File: src/sv/bernstein_poly_eval_unit_assert.svh
// Assertion macros used by the Bernstein evaluator RTL.
// Depends on a clk and an active-low rst_n in the including module.
`ifndef BERNSTEIN_POLY_EVAL_UNIT_ASSERT_SVH
`define BERNSTEIN_POLY_EVAL_UNIT_ASSERT_SVH

// same-cycle implication
`define BPE_ASSERT_NOW(lbl, ante, cons, msg) \
  lbl: assert property (@(posedge clk) disable iff (!rst_n) (ante) |-> (cons)) \
    else $error(msg);

// next-cycle implication
`define BPE_ASSERT_NEXT(lbl, ante, cons, msg) \
  lbl: assert property (@(posedge clk) disable iff (!rst_n) (ante) |=> (cons)) \
    else $error(msg);

`endif

File: src/sv/bpe_pkg.sv
`timescale 1ns / 1ps
// Shared types and constants for the Bernstein polynomial evaluator.
// No dependencies.
package bpe_pkg;

  localparam int MAX_DEGREE_DEF = 16;
  localparam int DEG_W          = 5;
  localparam int IDX_W          = 5;
  localparam int COEF_W         = 32;
  localparam int PT_W           = 17;
  localparam int PROD_W         = COEF_W + PT_W + 1;
  localparam int ONE_Q16        = 65536;
  localparam int ROUND_HALF     = 32768;
  localparam int IN_TDATA_W     = 56;
  localparam int OUT_TDATA_W    = 56;

  typedef enum logic [2:0] {
    ST_IDLE,
    ST_PRIME_RD,
    ST_PRIME_LD,
    ST_MUL_A,
    ST_MUL_B,
    ST_ACC
  } state_t;

  // controller -> datapath
  typedef struct packed {
    logic coef_wr;     // load transfer
    logic take_point;  // evaluate transfer
    logic src_coef;    // read data comes from the coefficient store
    logic prime_ld;    // prev <= b0 of the first level
    logic mul_a;       // prod_a <= S * prev
    logic mul_b;       // prod_b <= X * next, cur <= next
    logic acc;         // round, write back b_j
    logic lvl_end;     // last step of a level
    logic out_load;    // final value to the output register
  } cmd_t;

  // datapath -> controller
  typedef struct packed {
    logic out_busy;
  } status_t;

endpackage

File: src/sv/bpe_dp.sv
`timescale 1ns / 1ps
// Datapath: coefficient store, work store, shared multiplier, output register.
// Depends on bpe_pkg; driven by bpe_ctrl.
module bpe_dp #(
  parameter int MaxDegree = bpe_pkg::MAX_DEGREE_DEF,
  parameter int AddrW     = $clog2(MaxDegree + 1)
) (
  input  logic                          clk,
  input  logic                          rst_n,
  input  bpe_pkg::cmd_t                 cmd,
  input  logic [AddrW-1:0]              rd_addr,
  input  logic [AddrW-1:0]              wr_addr,
  output bpe_pkg::status_t              st,
  input  logic [bpe_pkg::IDX_W-1:0]     in_coef_index,
  input  logic signed [bpe_pkg::COEF_W-1:0] in_coef_value,
  input  logic [bpe_pkg::PT_W-1:0]      in_point,
  output logic                          out_valid,
  input  logic                          out_ready,
  output logic signed [bpe_pkg::COEF_W-1:0] out_value,
  output logic [bpe_pkg::PT_W-1:0]      out_point_echo
);
  import bpe_pkg::*;

  localparam int Depth = MaxDegree + 1;

  logic signed [COEF_W-1:0] coef_mem [Depth];
  logic signed [COEF_W-1:0] work_mem [Depth];
  logic signed [COEF_W-1:0] coef_q_r, work_q_r, rd_q;
  logic signed [COEF_W-1:0] prev_r, cur_r, first_r, new_b;
  logic [PT_W-1:0]          x_r, s_r, pt_sat, mul_k;
  logic signed [COEF_W-1:0] mul_op;
  logic signed [PT_W:0]     mul_k_s;
  logic signed [PROD_W-1:0] prod, prod_a_r, prod_b_r;
  logic signed [PROD_W:0]   sum_w;
  logic                     idx_ok;
  logic                     out_valid_r;
  logic signed [COEF_W-1:0] out_value_r;
  logic [PT_W-1:0]          out_point_r;

  assign idx_ok = (7'(in_coef_index) <= 7'(MaxDegree));
  assign pt_sat = (in_point > PT_W'(ONE_Q16)) ? PT_W'(ONE_Q16) : in_point;

  always_ff @(posedge clk) begin
    if (cmd.coef_wr && idx_ok) begin
      coef_mem[AddrW'(in_coef_index)] <= in_coef_value;
    end
    coef_q_r <= coef_mem[rd_addr];
  end

  always_ff @(posedge clk) begin
    if (cmd.acc) begin
      work_mem[wr_addr] <= new_b;
    end
    work_q_r <= work_mem[rd_addr];
  end

  assign rd_q = cmd.src_coef ? coef_q_r : work_q_r;

  // one shared 18x32 signed multiplier
  assign mul_k   = cmd.mul_a ? s_r : x_r;
  assign mul_op  = cmd.mul_a ? prev_r : rd_q;
  assign mul_k_s = signed'({1'b0, mul_k});
  assign prod    = PROD_W'(mul_k_s) * PROD_W'(mul_op);

  // round half up; convex combination keeps the result in 32 bits
  assign sum_w = (PROD_W+1)'(prod_a_r) + (PROD_W+1)'(prod_b_r) + (PROD_W+1)'(ROUND_HALF);
  assign new_b = sum_w[COEF_W+15:16];

  always_ff @(posedge clk) begin
    if (cmd.take_point) begin
      x_r <= pt_sat;
      s_r <= PT_W'(ONE_Q16) - pt_sat;
    end
    if (cmd.mul_a) begin
      prod_a_r <= prod;
    end
    if (cmd.mul_b) begin
      prod_b_r <= prod;
      cur_r    <= rd_q;
    end
    if (cmd.acc && wr_addr == '0) begin
      first_r <= new_b;
    end
    if (cmd.prime_ld) begin
      prev_r <= rd_q;
    end else if (cmd.acc) begin
      if (!cmd.lvl_end) begin
        prev_r <= cur_r;
      end else if (wr_addr == '0) begin
        prev_r <= new_b;
      end else begin
        prev_r <= first_r;
      end
    end
  end

  always_ff @(posedge clk) begin
    if (!rst_n) begin
      out_valid_r <= 1'b0;
    end else if (cmd.out_load) begin
      out_valid_r <= 1'b1;
    end else if (out_ready) begin
      out_valid_r <= 1'b0;
    end
  end

  always_ff @(posedge clk) begin
    if (cmd.out_load) begin
      out_value_r <= new_b;
      out_point_r <= x_r;
    end
  end

  assign st.out_busy    = out_valid_r && !out_ready;
  assign out_valid      = out_valid_r;
  assign out_value      = out_value_r;
  assign out_point_echo = out_point_r;

endmodule

File: src/sv/bpe_ctrl.sv
`timescale 1ns / 1ps
// Controller: degree register, level/step counters and the step sequencer.
// Depends on bpe_pkg and the assertion macro header.
`include "bernstein_poly_eval_unit_assert.svh"
module bpe_ctrl #(
  parameter int MaxDegree = bpe_pkg::MAX_DEGREE_DEF,
  parameter int AddrW     = $clog2(MaxDegree + 1)
) (
  input  logic                      clk,
  input  logic                      rst_n,
  input  logic                      cfg_wr_en,
  input  logic [bpe_pkg::DEG_W-1:0] cfg_wr_data,
  input  logic                      in_valid,
  input  logic                      in_kind,
  output logic                      in_ready,
  input  bpe_pkg::status_t          st,
  output bpe_pkg::cmd_t             cmd,
  output logic [AddrW-1:0]          rd_addr,
  output logic [AddrW-1:0]          wr_addr
);
  import bpe_pkg::*;

  state_t           state_r, state_nxt;
  logic [DEG_W-1:0] degree_r;
  logic [AddrW-1:0] lvl_r, lvl_nxt, j_r, j_nxt, n_eff;
  logic             src_coef_r, src_coef_nxt;
  logic             accept, eval_go, last_step, final_step;

  assign accept     = in_valid && in_ready;
  assign eval_go    = accept && in_kind;
  assign last_step  = (j_r == lvl_r - AddrW'(1));
  assign final_step = last_step && (lvl_r == AddrW'(1));

  always_comb begin
    if (degree_r == '0) begin
      n_eff = AddrW'(1);
    end else if (7'(degree_r) > 7'(MaxDegree)) begin
      n_eff = AddrW'(MaxDegree);
    end else begin
      n_eff = AddrW'(degree_r);
    end
  end

  always_ff @(posedge clk) begin
    if (!rst_n) begin
      state_r    <= ST_IDLE;
      degree_r   <= DEG_W'(1);
      lvl_r      <= '0;
      j_r        <= '0;
      src_coef_r <= 1'b0;
    end else begin
      state_r    <= state_nxt;
      lvl_r      <= lvl_nxt;
      j_r        <= j_nxt;
      src_coef_r <= src_coef_nxt;
      if (cfg_wr_en) begin
        degree_r <= cfg_wr_data;
      end
    end
  end

  // next state
  always_comb begin
    state_nxt = state_r;
    case (state_r)
      ST_IDLE:     if (eval_go) state_nxt = ST_PRIME_RD;
      ST_PRIME_RD: state_nxt = ST_PRIME_LD;
      ST_PRIME_LD: state_nxt = ST_MUL_A;
      ST_MUL_A:    state_nxt = ST_MUL_B;
      ST_MUL_B:    state_nxt = ST_ACC;
      ST_ACC: begin
        if (!final_step) begin
          state_nxt = ST_MUL_A;
        end else if (!st.out_busy) begin
          state_nxt = ST_IDLE;
        end
      end
      default:     state_nxt = ST_IDLE;
    endcase
  end

  // level and step counters
  always_comb begin
    lvl_nxt      = lvl_r;
    j_nxt        = j_r;
    src_coef_nxt = src_coef_r;
    if (state_r == ST_IDLE && eval_go) begin
      lvl_nxt      = n_eff;
      j_nxt        = '0;
      src_coef_nxt = 1'b1;
    end else if (state_r == ST_ACC && !final_step) begin
      if (last_step) begin
        lvl_nxt      = lvl_r - AddrW'(1);
        j_nxt        = '0;
        src_coef_nxt = 1'b0;
      end else begin
        j_nxt = j_r + AddrW'(1);
      end
    end
  end

  // outputs
  always_comb begin
    cmd          = '0;
    cmd.src_coef = src_coef_r;
    in_ready     = 1'b0;
    rd_addr      = j_r + AddrW'(1);
    wr_addr      = j_r;
    case (state_r)
      ST_IDLE: begin
        in_ready       = 1'b1;
        cmd.coef_wr    = accept && !in_kind;
        cmd.take_point = eval_go;
      end
      ST_PRIME_RD: rd_addr = '0;
      ST_PRIME_LD: cmd.prime_ld = 1'b1;
      ST_MUL_A:    cmd.mul_a = 1'b1;
      ST_MUL_B:    cmd.mul_b = 1'b1;
      ST_ACC: begin
        cmd.acc      = 1'b1;
        cmd.lvl_end  = last_step;
        cmd.out_load = final_step && !st.out_busy;
      end
      default: ;
    endcase
  end

  `BPE_ASSERT_NOW(a_no_overwrite, cmd.out_load, !st.out_busy, "result overwritten")
  `BPE_ASSERT_NEXT(a_eval_start, eval_go, state_r == ST_PRIME_RD, "evaluate did not start")
  `BPE_ASSERT_NEXT(a_step_adv, state_r == ST_ACC && !last_step,
                   state_r == ST_MUL_A && j_r == $past(j_r) + AddrW'(1), "step skipped")
  `BPE_ASSERT_NOW(a_lvl_live, state_r != ST_IDLE && state_r != ST_PRIME_RD,
                  lvl_r != '0 && j_r < lvl_r, "counter out of range")

endmodule

File: src/sv/bernstein_poly_eval_unit.sv
`timescale 1ns / 1ps
// Channel  Dir  Payload
// in_      in   tuser: kind; tdata: coef_index, coef_value, point
// out_     out  tdata: value, point_echo
// cfg_     in   wr_data: degree
//
// An evaluate transfer primes b0 (ST_PRIME_RD, ST_PRIME_LD) and then runs the
// de Casteljau steps one at a time through one shared multiplier, each step in
// ST_MUL_A, ST_MUL_B and ST_ACC, until the result is in the output register.
// rst_n is synchronous and clears control state and degree (to 1); coefficients
// are undefined until loaded. A stalled result holds the block at its final
// step; a new item is taken while a result waits.
// Top level: joins bpe_ctrl and bpe_dp; depends on bpe_pkg.
module bernstein_poly_eval_unit #(
  parameter int MaxDegree = bpe_pkg::MAX_DEGREE_DEF
) (
  input  logic                            clk,
  input  logic                            rst_n,
  input  logic                            cfg_wr_en,
  input  logic [bpe_pkg::DEG_W-1:0]       cfg_wr_data,   // degree
  input  logic                            in_tvalid,
  output logic                            in_tready,
  input  logic [bpe_pkg::IN_TDATA_W-1:0]  in_tdata,      // coef_index, coef_value, point
  input  logic                            in_tuser,      // kind
  output logic                            out_tvalid,
  input  logic                            out_tready,
  output logic [bpe_pkg::OUT_TDATA_W-1:0] out_tdata      // value, point_echo
);
  import bpe_pkg::*;

  localparam int AddrW = $clog2(MaxDegree + 1);

  cmd_t                     cmd;
  status_t                  st;
  logic [AddrW-1:0]         rd_addr, wr_addr;
  logic signed [COEF_W-1:0] value;
  logic [PT_W-1:0]          point_echo;

  bpe_ctrl #(.MaxDegree(MaxDegree), .AddrW(AddrW)) u_ctrl (
    .clk        (clk),
    .rst_n      (rst_n),
    .cfg_wr_en  (cfg_wr_en),
    .cfg_wr_data(cfg_wr_data),
    .in_valid   (in_tvalid),
    .in_kind    (in_tuser),
    .in_ready   (in_tready),
    .st         (st),
    .cmd        (cmd),
    .rd_addr    (rd_addr),
    .wr_addr    (wr_addr)
  );

  bpe_dp #(.MaxDegree(MaxDegree), .AddrW(AddrW)) u_dp (
    .clk           (clk),
    .rst_n         (rst_n),
    .cmd           (cmd),
    .rd_addr       (rd_addr),
    .wr_addr       (wr_addr),
    .st            (st),
    .in_coef_index (in_tdata[4:0]),
    .in_coef_value (signed'(in_tdata[36:5])),
    .in_point      (in_tdata[53:37]),
    .out_valid     (out_tvalid),
    .out_ready     (out_tready),
    .out_value     (value),
    .out_point_echo(point_echo)
  );

  assign out_tdata = {7'b0, point_echo, value};

endmodule

File: config.mk
export PLATFORM = sky130hd
export DESIGN_NAME = bernstein_poly_eval_unit
export DESIGN_NICKNAME = d
export VERILOG_FILES = /design/src/sv/bpe_pkg.sv /design/src/sv/bpe_dp.sv /design/src/sv/bpe_ctrl.sv /design/src/sv/bernstein_poly_eval_unit.sv
export VERILOG_INCLUDE_DIRS = /design/src /design/src/sv
export SDC_FILE = /design/constraint.sdc
export NUM_CORES = 2
export LEC_CHECK = 0
export ABC_AREA = 1
export BUFFER_PORTS_ARGS = -buffer_cell sky130_fd_sc_hd__buf_2
export CAP_MARGIN = 20
export CORE_UTILIZATION = 65
export CTS_CLUSTER_SIZE = 28
export DETAILED_ROUTE_END_ITERATION = 10
export GPL_TIMING_DRIVEN = 0
export PLACE_DENSITY = 0.82
export SLEW_MARGIN = 15
export SYNTH_ARGS = -nofsm -noshare
export SYNTH_HDL_FRONTEND = slang
export SYNTH_SLANG_ARGS = --single-unit
File: constraint.sdc
create_clock -name clk -period 12.05 [get_ports clk]
set_clock_uncertainty 0.2 [all_clocks]
set_input_delay 1.205 -clock clk [delete_from_list [all_inputs] [get_ports clk]]
set_output_delay 1.205 -clock clk [all_outputs]
set_load 0.03 [all_outputs]
==> qor.txt <==
run status: complete, no violations
Area growth syn-to-layout: 11.0%
Slew Limit Headroom: 11.1%
crit path kind: flip-flop to flip-flop
initial antenna violation count: 22
Final setup viols: 0
worst hold-check path type: flip-flop to flip-flop
Cell Area, Synth: 0.0798 sq mm
top post-synthesis cells by area: edfxtp_1, fa_1, inv_1, nor2_1, nand2_1
TNS Setup: 0 ps
initial drt markers: 8,962
CTS root buf: clkbuf_16
Mean Syn Cell Area: 11.0 sq um
CTS buffer count: 144
RSZ-0062 raised after global routing: false
crit path DAT: 10,120 ps
die width: 352 um
Worst-path clk slew: 60 ps
# clock sinks: 1,446
Core Footprint: 0.122 sq mm
# rows: 128
worst-margin pin slew: 1330 ps
Seq/Total Area, Yosys: 53.4%
crit start category: flip-flop
DIE AREA: 0.124 sq mm
crit-path max FO: 10
Hold Startpoint: u_dp.x_r[10]
Vias/cell: 6.40
chip height: 352 um
cts-stage hold buffer count: 0
post-synth top area share: 51.3%
Worst setup EP type: flip-flop
CTS tree: yes
GR Overflow Total: 0
fraction of registers with async set/reset: 0%
largest net degree at the start of global routing: 51
cell count after synthesis: 7,286
required time of the critical path: 12,340 ps
leading area contributor after synthesis: edfxtp_1
Place WS: 2730 ps
Post-synth EDFFs: 1,362
PortBufs: 115
min setup slack post-route: 2220 ps
# placed instances: 9,087
endpoints failing hold: 0
fin nets: 8,396
IO Count: 125
critical path launch point: u_ctrl.state_r[2]
Total Routing Usage GR: 40.2%
CP bufs+invs: 9
Synth Flop Type: edfxtp_1
worst reg2reg startpoint: u_ctrl.state_r[2]
hpwl dp: 182,000 um
Final Max Slew Viols: 0
Seq cells post-synth: 1,446
vias: 59,916
MaxCap Viol Count: 0
Pre-Repair DR Iteration Count: 6
final WL: 250,000 um
gpl congestion: 1.03
fmax: 0.102 GHz
CTS resizes: 0
share of layout cells above drive strength 1: 11.3%
Starting Density: 65.6%
peak per-stage delay on the critical path: 870 ps
minimum clock period: 9830 ps
vias in the first global route: 58,858
# DRC: 0
H-Tree Depth: 4
Routed Antenna Nets: 0
Hold WS: 259 ps
global-route wire length before repair: 365,000 um
YS warnings: 0
Non-Filler Instances: 9,361
CTS max path bufs: 3
WL per Instance: 26.7 um
final period utilization: 81.6%
Slowest-stage cell, CP: fa_1
worst-skew pair later-pin latency: 820 ps
Netlist cell types: 51
Crit path max-delay family: adder cells
postcts setup bufs: 0
cell families after synthesis:
logic type / synth area share [%]
and+or+nand+nor: 12.8
adders and majority gates: 16.1
xor gates and xnor gates: 0.878
muxes: 0.437
buffers and inverters: 7.02
DFF: 53.4
AOI/OAI and AO/OA: 9.45
other: 0.00470
cells in the final DEF, fill, tap and decap left out, types with 84 or more instances in the layout:
| master | netlist | final |
|---|---|---|
| a21oi_1 | 244 | 244 |
| buf_2 | 114 | 232 |
| clkbuf_1 | 173 | 206 |
| clkbuf_16 | 0 | 147 |
| dfxtp_1 | 84 | 84 |
| edfxtp_1 | 1362 | 1362 |
| fa_1 | 509 | 509 |
| ha_1 | 211 | 211 |
| inv_1 | 1066 | 1065 |
| nand2_1 | 938 | 937 |
| nand3_1 | 190 | 190 |
| nor2_1 | 961 | 925 |
| o211ai_1 | 386 | 386 |
| o21ai_0 | 218 | 215 |
| or2_2 | 240 | 240 |
state kept, by name, summed over array words and instances (netlist names):
register,cells
u_dp.prev_r,32
u_dp.prod_b_r,48
u_ctrl.state_r,3
u_dp.s_r,17
u_ctrl.lvl_r,5
u_dp.first_r,32
u_dp.coef_mem,544
u_dp.x_r,16
u_ctrl.wr_addr,5
u_ctrl.src_coef_r,1
u_dp.cur_r,32
u_dp.work_mem,544
u_dp.out_value,32
u_dp.prod_a_r,48
u_dp.out_valid,1
u_dp.work_q_r,32
u_dp.out_point_echo,17
u_dp.coef_q_r,32
u_ctrl.degree_r,5
layout make-up:
cell class / instances / area, sq um
flip-flops and latches: 1446 / 42600
inverters: 1092 / 4100
diodes: 15 / 37.5
plain buffers: 327 / 1500
clock inverters: 69 / 771
repair buffers: 171 / 1690
well taps: 1625 / 2030
multi-input cells: 4427 / 31900
clock buffers: 189 / 3920
fillers: 8163 / 33100
layer usage:
layer	global-route usage, %	share of wire (%)	up-vias	wire length, um
met5	0	0.053	-	132
met2	60.6	44	4910	111000
li1	-	-	25092	-
met1	52.9	35	28959	87900
met3	11.4	14	937	35100
met4	22.7	6.3	18	15800
cells in the mapped netlist (19+ instances only):
cell type	n
edfxtp_1	1362
inv_1	1066
nor2_1	961
nand2_1	938
fa_1	509
o211ai_1	386
a21oi_1	244
or2_2	240
o21ai_0	218
ha_1	211
nand3_1	190
clkbuf_1	173
buf_2	114
dfxtp_1	84
o22ai_1	64
o31ai_1	64
xor2_1	55
o311ai_1	45
o21a_1	32
mux2_2	31
nor3_1	26
nand4_1	25
xnor2_1	25
or2_0	23
o21ai_1	22
o21ai_2	22
o21bai_1	21
o311ai_0	19
per-stage QoR:
stage,utilization [%],area (sq um)
6_report,72.8,88600
5_1_grt,72.7,88500
4_1_cts,72.7,88500
3_5_place_dp,68.9,83800
3_3_place_gp,67.7,82400
2_1_floorplan,-,79800
path summary, 6_finish.rpt:
path / endpoint / slack [ps] / cells after the start
worst max register to register: u_dp.prod_b_r[42] / 2220 / 25
worst min-delay path: u_dp.out_point_echo[10] / 260 / 0
worst max-delay path: u_dp.prod_b_r[42] / 2220 / 25
worst min register to register: u_dp.out_point_echo[10] / 260 / 0
Power is not shown: default switching activity piles up to over one toggle a cycle in this logic, so the estimate is an artifact.
